[src/hdl/css_pkg.sv]
// Shared types and constants for the counting sort store.
`default_nettype none

package css_pkg;

    localparam int VW             = 16;   // value and sorted_value width
    localparam int CNT_W          = 8;    // bin count width
    localparam int DEF_VALUE_RANGE = 256;
    localparam int DEF_MAX_ITEMS  = 255;

    localparam logic [CNT_W-1:0] BIN_MAX = '1;

    localparam logic [1:0] ST_OK    = 2'd0;
    localparam logic [1:0] ST_EMPTY = 2'd1;
    localparam logic [1:0] ST_RANGE = 2'd2;
    localparam logic [1:0] ST_FULL  = 2'd3;

    localparam logic CMD_INSERT = 1'b0;
    localparam logic CMD_TAKE   = 1'b1;

    // controller -> datapath
    typedef struct packed {
        logic       clr_wr;      // clear one bin, advance clear address
        logic       load_in;     // capture the accepted input transfer
        logic       rd_val;      // read bin of the input value
        logic       rd_cur;      // read bin at the scan cursor
        logic       ins_wr;      // commit insert
        logic       take_hit;    // commit take from the cursor bin
        logic       cur_inc;     // advance scan cursor
        logic       res_set;     // load a flagged result
        logic [1:0] res_status;
        logic       push_out;    // move pending result into output register
    } t_cmd;

    // datapath -> controller
    typedef struct packed {
        logic clr_last;
        logic cmd_take;
        logic in_range;
        logic total_full;
        logic total_zero;
        logic bin_full;
        logic bin_zero;
        logic cursor_last;
        logic out_free;
    } t_stat;

endpackage

`default_nettype wire

[src/hdl/css_datapath.sv]
// Datapath of the counting sort store: bin memory, totals, cursor, result registers.
`default_nettype none

module css_datapath
    import css_pkg::*;
#(
    parameter int VALUE_RANGE = DEF_VALUE_RANGE,
    parameter int MAX_ITEMS   = DEF_MAX_ITEMS
) (
    input  wire logic          i_clk,
    input  wire logic          i_rst_n,
    input  wire t_cmd          i_cmd,
    output t_stat              o_stat,
    input  wire logic [VW-1:0] i_in_value,
    input  wire logic          i_in_command,
    input  wire logic          i_m_tready,
    output logic               o_m_tvalid,
    output logic [VW-1:0]      o_sorted_value,
    output logic [1:0]         o_status
);

    localparam int AW = (VALUE_RANGE > 1) ? $clog2(VALUE_RANGE) : 1;
    localparam int TW = $clog2(MAX_ITEMS + 1);

    logic [CNT_W-1:0] mem [VALUE_RANGE];

    logic [AW-1:0]    r_clr_addr, n_clr_addr;
    logic             r_cmd;
    logic [VW-1:0]    r_val;
    logic [TW-1:0]    r_total, n_total;
    logic [AW-1:0]    r_cursor, n_cursor;
    logic [CNT_W-1:0] r_rdata;
    logic [VW-1:0]    r_res_value;
    logic [1:0]       r_res_status;
    logic             r_out_valid, n_out_valid;
    logic [VW-1:0]    r_out_value;
    logic [1:0]       r_out_status;

    logic             w_en;
    logic [AW-1:0]    w_addr;
    logic [CNT_W-1:0] w_data;
    logic             rd_en;
    logic [AW-1:0]    rd_addr;
    logic [AW-1:0]    val_idx;

    assign val_idx = r_val[AW-1:0];

    always_comb begin
        w_en   = i_cmd.clr_wr | i_cmd.ins_wr | i_cmd.take_hit;
        w_addr = r_clr_addr;
        w_data = '0;
        if (i_cmd.ins_wr) begin
            w_addr = val_idx;
            w_data = r_rdata + CNT_W'(1);
        end else if (i_cmd.take_hit) begin
            w_addr = r_cursor;
            w_data = r_rdata - CNT_W'(1);
        end
        rd_en   = i_cmd.rd_val | i_cmd.rd_cur;
        rd_addr = i_cmd.rd_val ? val_idx : r_cursor;
    end

    always_ff @(posedge i_clk) begin
        if (w_en) begin
            mem[w_addr] <= w_data;
        end
        if (rd_en) begin
            r_rdata <= mem[rd_addr];
        end
    end

    always_comb begin
        n_clr_addr = r_clr_addr;
        n_total    = r_total;
        n_cursor   = r_cursor;
        if (i_cmd.clr_wr) begin
            n_clr_addr = r_clr_addr + AW'(1);
        end
        if (i_cmd.ins_wr) begin
            n_total = r_total + TW'(1);
            if (val_idx < r_cursor) begin
                n_cursor = val_idx;
            end
        end else if (i_cmd.take_hit) begin
            n_total = r_total - TW'(1);
            // last item gone: restart scans from the bottom
            if (r_total == TW'(1)) begin
                n_cursor = '0;
            end
        end else if (i_cmd.cur_inc) begin
            n_cursor = r_cursor + AW'(1);
        end
        n_out_valid = r_out_valid;
        if (i_cmd.push_out) begin
            n_out_valid = 1'b1;
        end else if (i_m_tready) begin
            n_out_valid = 1'b0;
        end
    end

    always_ff @(posedge i_clk) begin
        if (!i_rst_n) begin
            r_clr_addr  <= '0;
            r_total     <= '0;
            r_cursor    <= '0;
            r_out_valid <= 1'b0;
        end else begin
            r_clr_addr  <= n_clr_addr;
            r_total     <= n_total;
            r_cursor    <= n_cursor;
            r_out_valid <= n_out_valid;
        end
    end

    always_ff @(posedge i_clk) begin
        if (i_cmd.load_in) begin
            r_cmd <= i_in_command;
            r_val <= i_in_value;
        end
        if (i_cmd.res_set) begin
            r_res_value  <= '0;
            r_res_status <= i_cmd.res_status;
        end else if (i_cmd.ins_wr) begin
            r_res_value  <= '0;
            r_res_status <= ST_OK;
        end else if (i_cmd.take_hit) begin
            r_res_value  <= VW'(r_cursor);
            r_res_status <= ST_OK;
        end
        if (i_cmd.push_out) begin
            r_out_value  <= r_res_value;
            r_out_status <= r_res_status;
        end
    end

    always_comb begin
        o_stat.clr_last    = (r_clr_addr == AW'(VALUE_RANGE - 1));
        o_stat.cmd_take    = (r_cmd == CMD_TAKE);
        o_stat.in_range    = ({1'b0, r_val} < (VW + 1)'(VALUE_RANGE));
        o_stat.total_full  = (r_total >= TW'(MAX_ITEMS));
        o_stat.total_zero  = (r_total == '0);
        o_stat.bin_full    = (r_rdata == BIN_MAX);
        o_stat.bin_zero    = (r_rdata == '0);
        o_stat.cursor_last = (r_cursor == AW'(VALUE_RANGE - 1));
        o_stat.out_free    = !r_out_valid || i_m_tready;
    end

    assign o_m_tvalid     = r_out_valid;
    assign o_sorted_value = r_out_value;
    assign o_status       = r_out_status;

    a_total_bound: assert property (@(posedge i_clk) disable iff (!i_rst_n)
        r_total <= TW'(MAX_ITEMS))
        else $error("stored total above limit");

    a_take_nonzero: assert property (@(posedge i_clk) disable iff (!i_rst_n)
        i_cmd.take_hit |-> (r_rdata != '0) && (r_total != '0))
        else $error("take from an empty bin");

    a_insert_room: assert property (@(posedge i_clk) disable iff (!i_rst_n)
        i_cmd.ins_wr |-> (r_rdata != BIN_MAX) && (r_total < TW'(MAX_ITEMS)))
        else $error("insert into a full bin or store");

    a_no_overwrite: assert property (@(posedge i_clk) disable iff (!i_rst_n)
        i_cmd.push_out |-> (!r_out_valid || i_m_tready))
        else $error("result overwritten before transfer");

endmodule

`default_nettype wire

[src/hdl/css_ctrl.sv]
// Controller state machine of the counting sort store.
`default_nettype none

module css_ctrl
    import css_pkg::*;
(
    input  wire logic i_clk,
    input  wire logic i_rst_n,
    input  wire logic i_s_tvalid,
    output logic      o_s_tready,
    input  wire t_stat i_stat,
    output t_cmd      o_cmd
);

    typedef enum logic [6:0] {
        S_CLEAR    = 7'b0000001,
        S_IDLE     = 7'b0000010,
        S_EXEC     = 7'b0000100,
        S_INS_CHK  = 7'b0001000,
        S_TAKE_CHK = 7'b0010000,
        S_TAKE_RD  = 7'b0100000,
        S_FIN      = 7'b1000000
    } t_state;

    t_state r_state, n_state;

    always_comb begin
        n_state    = r_state;
        o_cmd      = '0;
        o_s_tready = 1'b0;
        case (r_state)
            S_CLEAR: begin
                o_cmd.clr_wr = 1'b1;
                if (i_stat.clr_last) begin
                    n_state = S_IDLE;
                end
            end
            S_IDLE: begin
                o_s_tready = 1'b1;
                if (i_s_tvalid) begin
                    o_cmd.load_in = 1'b1;
                    n_state       = S_EXEC;
                end
            end
            S_EXEC: begin
                if (!i_stat.cmd_take) begin
                    if (!i_stat.in_range) begin
                        o_cmd.res_set    = 1'b1;
                        o_cmd.res_status = ST_RANGE;
                        n_state          = S_FIN;
                    end else if (i_stat.total_full) begin
                        o_cmd.res_set    = 1'b1;
                        o_cmd.res_status = ST_FULL;
                        n_state          = S_FIN;
                    end else begin
                        o_cmd.rd_val = 1'b1;
                        n_state      = S_INS_CHK;
                    end
                end else if (i_stat.total_zero) begin
                    o_cmd.res_set    = 1'b1;
                    o_cmd.res_status = ST_EMPTY;
                    n_state          = S_FIN;
                end else begin
                    o_cmd.rd_cur = 1'b1;
                    n_state      = S_TAKE_CHK;
                end
            end
            S_INS_CHK: begin
                if (i_stat.bin_full) begin
                    o_cmd.res_set    = 1'b1;
                    o_cmd.res_status = ST_FULL;
                end else begin
                    o_cmd.ins_wr = 1'b1;
                end
                n_state = S_FIN;
            end
            S_TAKE_CHK: begin
                if (!i_stat.bin_zero) begin
                    o_cmd.take_hit = 1'b1;
                    n_state        = S_FIN;
                end else if (i_stat.cursor_last) begin
                    // scan ran off the top: report as empty
                    o_cmd.res_set    = 1'b1;
                    o_cmd.res_status = ST_EMPTY;
                    n_state          = S_FIN;
                end else begin
                    o_cmd.cur_inc = 1'b1;
                    n_state       = S_TAKE_RD;
                end
            end
            S_TAKE_RD: begin
                o_cmd.rd_cur = 1'b1;
                n_state      = S_TAKE_CHK;
            end
            S_FIN: begin
                if (i_stat.out_free) begin
                    o_cmd.push_out = 1'b1;
                    n_state        = S_IDLE;
                end
            end
            default: begin
                n_state = S_IDLE;
            end
        endcase
    end

    always_ff @(posedge i_clk) begin
        if (!i_rst_n) begin
            r_state <= S_CLEAR;
        end else begin
            r_state <= n_state;
        end
    end

endmodule

`default_nettype wire

[src/hdl/counting_sort_store.sv]
// Top level of the counting sort store.
//
// Slave stream: tuser = command (0 insert, 1 take), tdata = value (16 bits).
// Master stream: tdata = sorted_value (16 bits), tuser = status
// (0 ok, 1 take while empty, 2 value out of range, 3 store full).
// Every input transfer yields exactly one output transfer, in order.
// An insert adds one to its value's bin; a take returns and removes the
// smallest stored value.
// One item is worked at a time. Insert and full-bin insert pass the execute,
// insert check and final states; a take of a filled cursor bin passes the
// execute, take check and final states. Flagged range, full-total and empty
// cases go straight from the execute to the final state. Output valid and
// next input ready come in the same cycle. A take adds a take read and a
// take check state per empty bin the cursor steps over, as each step is a
// registered read of the bin memory. After reset the bin memory is cleared
// one bin per cycle with tready low. A stalled output holds its result in
// the output register while one more item is worked; that item's result
// then waits in the final state, with tready low, until the output transfer.
`default_nettype none

module counting_sort_store
    import css_pkg::*;
#(
    parameter int VALUE_RANGE = DEF_VALUE_RANGE,
    parameter int MAX_ITEMS   = DEF_MAX_ITEMS
) (
    input  wire logic          i_clk,
    input  wire logic          i_rst_n,
    input  wire logic          i_s_tvalid,
    output logic               o_s_tready,
    input  wire logic [15:0]   i_s_tdata,   // [15:0] value
    input  wire logic          i_s_tuser,   // [0] command
    output logic               o_m_tvalid,
    input  wire logic          i_m_tready,
    output logic [15:0]        o_m_tdata,   // [15:0] sorted_value
    output logic [1:0]         o_m_tuser    // [1:0] status
);

    t_cmd  cmd;
    t_stat stat;

    css_ctrl u_ctrl (
        .i_clk      (i_clk),
        .i_rst_n    (i_rst_n),
        .i_s_tvalid (i_s_tvalid),
        .o_s_tready (o_s_tready),
        .i_stat     (stat),
        .o_cmd      (cmd)
    );

    css_datapath #(
        .VALUE_RANGE (VALUE_RANGE),
        .MAX_ITEMS   (MAX_ITEMS)
    ) u_datapath (
        .i_clk          (i_clk),
        .i_rst_n        (i_rst_n),
        .i_cmd          (cmd),
        .o_stat         (stat),
        .i_in_value     (i_s_tdata),
        .i_in_command   (i_s_tuser),
        .i_m_tready     (i_m_tready),
        .o_m_tvalid     (o_m_tvalid),
        .o_sorted_value (o_m_tdata),
        .o_status       (o_m_tuser)
    );

endmodule

`default_nettype wire

[config.mk]
export PLATFORM = sky130hd
export DESIGN_NAME = counting_sort_store
export DESIGN_NICKNAME = d
export VERILOG_FILES = /design/src/hdl/css_pkg.sv /design/src/hdl/css_datapath.sv /design/src/hdl/css_ctrl.sv /design/src/hdl/counting_sort_store.sv
export SDC_FILE = /design/constraint.sdc
export NUM_CORES = 2
export LEC_CHECK = 0
export BUFFER_PORTS_ARGS = -buffer_cell sky130_fd_sc_hd__clkbuf_2
export CAP_MARGIN = 20
export CORE_MARGIN = 2
export CORE_UTILIZATION = 40
export CTS_CLUSTER_SIZE = 8
export DETAILED_ROUTE_END_ITERATION = 10
export PLACE_DENSITY = 0.58
export SYNTH_ARGS = -nofsm -noshare
export SYNTH_HDL_FRONTEND = slang
export SYNTH_SLANG_ARGS = --single-unit
[constraint.sdc]
create_clock -name i_clk -period 18.1 [get_ports i_clk]
set_clock_uncertainty 0.2 [all_clocks]
set_input_delay 0 -clock i_clk [delete_from_list [all_inputs] [get_ports i_clk]]
set_output_delay 0 -clock i_clk [all_outputs]
set_load 0.02 [all_outputs]
# Word level (Yosys, flattened, before mapping)
# Memory sizes are Yosys's and may differ from the RTL's. A register that Yosys moved wholly into a read port is not among the register bits.
# Index checks and enable logic that the tools add are counted.
totals:
  ff_bits: 69
  ramBits: 2048
  input_bits: 21
  wordCells: 106
  mem_count: 1
memory_table:
  columns: ["name", "words", "width", "read_ports", "rd_ports_with_merged_regs", "write_ports", "line", "source"]
  rows:
  - ["u_datapath.mem", 256, 8, 1, 1, 1, "css_datapath.sv:25", "logic [CNT_W-1:0] mem [VALUE_RANGE];"]
classes:
  addsub: 6
  magnitude_cmp: 3
  n_eq_ne: 16
  mux: 55
  bitwise_logic: 3
  n_reduce_logical: 11
ops:
  columns: ["op", "count"]
  rows:
  - ["$mux 8", 12]
  - ["$mux 7", 9]
  - ["$pmux 7 s7", 1]
  - ["$add 8x1->8 const B", 4]
  - ["$eq 8x8->1 const B", 3]
  - ["$mux 1", 20]
  - ["$mux 3", 6]
  - ["$logic_not 8->1", 2]
  - ["$lt 16x9->1 const B", 1]
  - ["$sub 8x1->8 const B", 2]
  - ["$pmux 3 s3", 1]
  - ["$eq 8x1->1 const B", 1]
  - ["$ge 8x8->1 const B", 1]
  - ["$lt 8x8->1", 1]
  - ["$mux 2", 4]
  - ["$ne 2x2->1 const B", 4]
  - ["$eq 7x1->1 const B", 1]
  - ["$eq 7x2->1 const B", 1]
  - ["$eq 7x3->1 const B", 1]
  - ["$eq 7x4->1 const B", 1]
  - ["$eq 7x5->1 const B", 1]
  - ["$eq 7x6->1 const B", 1]
  - ["$eq 7x7->1 const B", 1]
  - ["$reduce_and 3->1", 2]
  - ["other kinds (9)", 13]

# Longest topological paths before layout
depth:
  depth_word: 7
  depth_mapped: 15
  mapped_depth_nobuf: 11

# Modules after synthesis
# Synthesis repeated with hierarchy kept, for this count alone.
hier_totals:
  hier_cells: 5905
  area_unflattened_um2: 85684.7
modules_own_cells:
  columns: ["mod", "n_inst", "cells_per_inst", "area_per_inst_um2", "seq_area_each_um2"]
  rows:
  - ["css_datapath", 1, 5829, 85104.1, 63270.7]
  - ["css_ctrl", 1, 76, 580.6, 140.1]

# Worst setup path after synthesis
# Ideal clock, no wire load.
synth_path:
  path_type: "flip-flop to flip-flop"
  start: "register u_ctrl.r_state[1]"
  end: "memory u_datapath.mem[0][1] (data pin)"
  setup_time_ns: 2.188
  t_arrival_ns: 11.441
  required_ns: 15.712
  setup_slack_ns: 4.271
  path_stages_with_launch: 9
  period_less_slack_ns: 13.829
  path_cell_list: "dfxtp_1 > nor2_1 > nand2_1 > or2_1 > nor3b_2 > nand2b_1 > clkbuf_1 > clkbuf_1 > o21ai_0"
synth_between:
  elab_chain_cells: 4
  word_cells_on_any_way: 6
synth_lines:
  columns: ["element", "line", "source"]
  rows:
  - ["start, declared", "css_ctrl.sv:25", "t_state r_state, n_state;"]
  - ["start signal, assigned", "css_ctrl.sv:111", "r_state <= n_state;"]
  - ["$eq 7x5->1", "css_ctrl.sv:31", "case (r_state)"]
  - ["$mux 2", "css_ctrl.sv:31", null]
  - ["$mux 8", "css_datapath.sv:55", "end else if (i_cmd.take_hit) begin"]
  - ["$mux 8 *", "css_datapath.sv:52", "if (i_cmd.ins_wr) begin"]
  - ["named net u_datapath.w_data[1]", "css_datapath.sv:41", "logic [CNT_W-1:0] w_data;"]
  - ["end, declared", "css_datapath.sv:25", null]
# Mark *: on every way through the listed nets, which the timed path passes. The rest lies on a longest branch.

# Worst setup path in the final report
layout_path:
  start: "register u_datapath.r_val[14]"
  end: "register u_datapath.r_rdata[0], read port of u_datapath.mem (data pin)"
layout_between:
  elab_chain_cells: 5
  word_cells_on_any_way: 6
layout_lines:
  columns: ["element", "line", "source"]
  rows:
  - ["start, declared", "css_datapath.sv:29", "logic [VW-1:0] r_val;"]
  - ["start signal, assigned", "css_datapath.sv:118", "r_val <= i_in_value;"]
  - ["$lt 16x9->1 *", "css_datapath.sv:139", "o_stat.in_range = ({1'b0, r_val} < (VW + 1)'(VALUE_RANGE));"]
  - ["$mux 1 *", "css_ctrl.sv:47", "if (!i_stat.in_range) begin"]
  - ["$mux 1 *", "css_ctrl.sv:46", "if (!i_stat.cmd_take) begin"]
  - ["$mux 1 *", "css_ctrl.sv:31", null]
  - ["$mux 8 or $or 1x1->1 (tied branches)", "css_datapath.sv:60, css_datapath.sv:59", null]
  - ["end, declared", "css_datapath.sv:32", "logic [CNT_W-1:0] r_rdata;"]
# Every way passes the cells marked *; elsewhere a longest branch is shown, timed or not.
# A chain may end at the register's enable or synchronous reset.

==> flow_summary.yaml <==
clocking:
  h-tree-depth: 5
  cts_tree: "yes"
  postCtsSetupRepairBufs: 0
  cts_buffers: 316
  cts-root-buf: "clkbuf_16"
  postCtsHoldBufs: 42
  ctsResizeCount: 0
  clk_latency_ps: 920
  path_clk_slew_ps: 50
  clock_sinks: 2125
  clk_path_buf_depth: 4
global_route:
  grt_max_degree: 219
  grt_pass1_wl_um: 360000
  antenna_found_initial: 13
  grt_usage: 0.227
  grt_pass1_vias: 50429
  grt_overflow: 0
timing:
  tightest_slew_ps: 1240
  drv_slew: 0
  finalHoldViolations: 0
  min_period_over_period: 0.391
  setup-violations-final: 0
  setup-tns-final_ps: 0
  min_period_ps: 7070
  relSlewSlack: 0.174
  fmax_mhz: 141
  rsz0062_at_grt: "false"
worst_setup_path:
  path_class: "reg2reg"
  path_buf_inv: 3
  worst_setup_path_end_kind: "register"
  critPathMostFrequentCell: "nor4_1"
  path_max_fanout: 129
  critPathArrivalTime_ps: 7490
  slowest_delay_ps: 980
  cp_cell_sequence: "nor4_1 -> nand2_1 -> o31ai_1 -> and2_4 -> buf_12 -> buf_4 -> buf_4 -> mux4_2 -> a21oi_1 -> o211ai_1 -> nor4_1 -> nor4_1"
  critPathLaunchType: "register"
  crit_slowest_cell: "nor4_1"
  cpLargestDelayFamily: "simple AND/OR/NAND/NOR gates"
  crit_required_ps: 18520
detailed_routing:
  wire_per_inst_um: 27.5
  post_drt_via_cell_ratio: 5.82
  firstDrtPassIters: 8
  drc_errors: 0
  drt.antenna.violating_nets: 0
  route.vias.total: 53122
  totalWireLength_um: 251000
  dr.first_iter.drc_count: 6866
yosys:
  postSynth.asyncResetShare: 0
  synth_top_family_by_area: "simple AND/OR/NAND/NOR gates"
  synth-compound-area-share: 0.0637
  synth.avg_cell_area_um2: 13.8
  synthCells: 6141
  synth_xor_xnor_area_share: 0.00155
  syn_area_um2: 84700
  synthDistinctLibCells: 73
  synth_commonest_cells: "edfxtp_1, nand2_1, nand3_1, nor2_1, mux2i_1"
  synthAdderAreaFrac: 0.00207
  synth.area.top_cells: "edfxtp_1, nand2_1, mux2i_1"
  synth_warnings: 0
  synth_area_leader_cell: "edfxtp_1"
  synth-edff-count: 2085
  post-synth-top-count-cell: "edfxtp_1"
  synth-main-ff-cell: "edfxtp_1"
  ys_ff_latch: 2125
  synth-simple-area-share: 0.120
  synth_top_area_frac: 0.740
  synth-seq-area-share: 0.749
  muxShareOfSynthArea: 0.0399
cells_and_area:
  fin_cells: 9129
  syn_to_final_growth_pct: 14.1
  fin_nets: 6310
  layout-drive-gt1-share: 0.0929
power_and_ir_drop:
  p_leak_nw: 32.8
  power.density_nw_per_um2: 110
  p_total_w: 0.0106
  peakVddDrop_mv: 0.103
place:
  place_hpwl_um: 142000
  place.gp.congestion: 0.875
  dp_cells: 8718
  port_buffers: 32
job:
  drv_cap: 0
floorplan:
  num_io_pins: 41
  die_y_um: 464
  dieWidth_um: 464
  core_um2: 210000
  initial_core_util: 0.403
  die-area_um2: 215000
  std_cell_rows: 168
outcome:
  status: "completed"
worst_hold_path:
  hold_class: "in2reg"
[cell type report]
cell class	count	area, um^2
timing repair buffer	203	1620
tap	2805	3510
antenna	5	12.5
sequential	2125	63400
clock buffer	355	8230
fill	18194	113000
clock inverter	7	58.8
multi-input combinational	3610	19700
inverter	19	71.3
[tightest hold or removal path: stages]
cell and delay (ps):
dlygate4sd3_1 520, clkbuf_2 90, dlygate4sd3_1 540
[metrics by stage]
| stage | hold WS [ps] | area (um^2) | setup slack (ps) | util |
|---|---|---|---|---|
| after floorplan | -101 | 84700 | 4270 | - |
| after global placement | -19.5 | 87700 | 10930 | 0.418 |
| after detailed placement | -20.4 | 87800 | 11030 | 0.418 |
| after CTS | 107 | 96500 | 11050 | 0.460 |
| after global routing | 155 | 96600 | 10750 | 0.460 |
| final | 161 | 96600 | 11030 | 0.460 |
[cell usage in the layout (no fill, tap or decap), types with 101 or more instances in the layout]
cell / n
o22ai_1: 101
buf_4: 117
clkbuf_16: 324
nor2_1: 313
nand2_1: 1417
a31oi_1: 137
mux2i_1: 291
nand3_1: 372
a21oi_1: 259
o21ai_0: 114
edfxtp_1: 2085
[registers in the layout, summed over array words and instances (netlist names)]
| register | cells |
|---|---|
| u_ctrl.r_state | 7 |
| u_datapath.mem | 2048 |
| u_datapath.o_m_tvalid | 1 |
| u_datapath.o_sorted_value | 8 |
| u_datapath.o_status | 2 |
| u_datapath.r_clr_addr | 8 |
| u_datapath.r_cmd | 1 |
| u_datapath.r_cursor | 8 |
| u_datapath.r_rdata | 8 |
| u_datapath.r_res_status | 2 |
| u_datapath.r_res_value | 8 |
| u_datapath.r_total | 8 |
| u_datapath.r_val | 16 |
[routing by layer]
layer	share of wire	wire, um	vias to the layer above	track usage
met4	0.033	8180	4	0.0766
li1	-	-	23145	-
met1	0.41	104000	26802	0.320
met5	0.00012	29	-	0
met3	0.096	24000	443	0.0476
met2	0.46	115000	2728	0.351
[cells by family (layout without fill, tap and decap cells)]
kind of cell,count (synthesis),after routing
other,1,13
AND/OR/NAND/NOR,2394,2394
adder cells (fa/ha/maj),14,14
multiplexers,316,316
buffers and inverters,413,584
flip-flops,2125,2125
AO/OA/AOI/OAI,863,863
XOR/XNOR,15,15
[report_power, final]
| part | switching (W) | internal (W) |
|---|---|---|
| Sequential | 0.00000948 | 0.00536 |
| Combinational | 0.000135 | 0.0000404 |
| Clock | 0.00196 | 0.00314 |
| Total | 0.00210 | 0.00854 |
[worst paths after layout]
kind	start	endpoint	slack, ps	cells after the start
hold / removal	i_s_tdata[14]	u_datapath.r_val[14]	160	3
hold reg to reg	u_datapath.r_res_status[0]	u_datapath.o_status[0]	220	0
setup reg to reg	u_datapath.r_val[14]	u_datapath.r_rdata[0]	11030	12
setup / recovery	u_datapath.r_val[14]	u_datapath.r_rdata[0]	11030	12
Note: power is estimated with default switching activity, not from simulation.
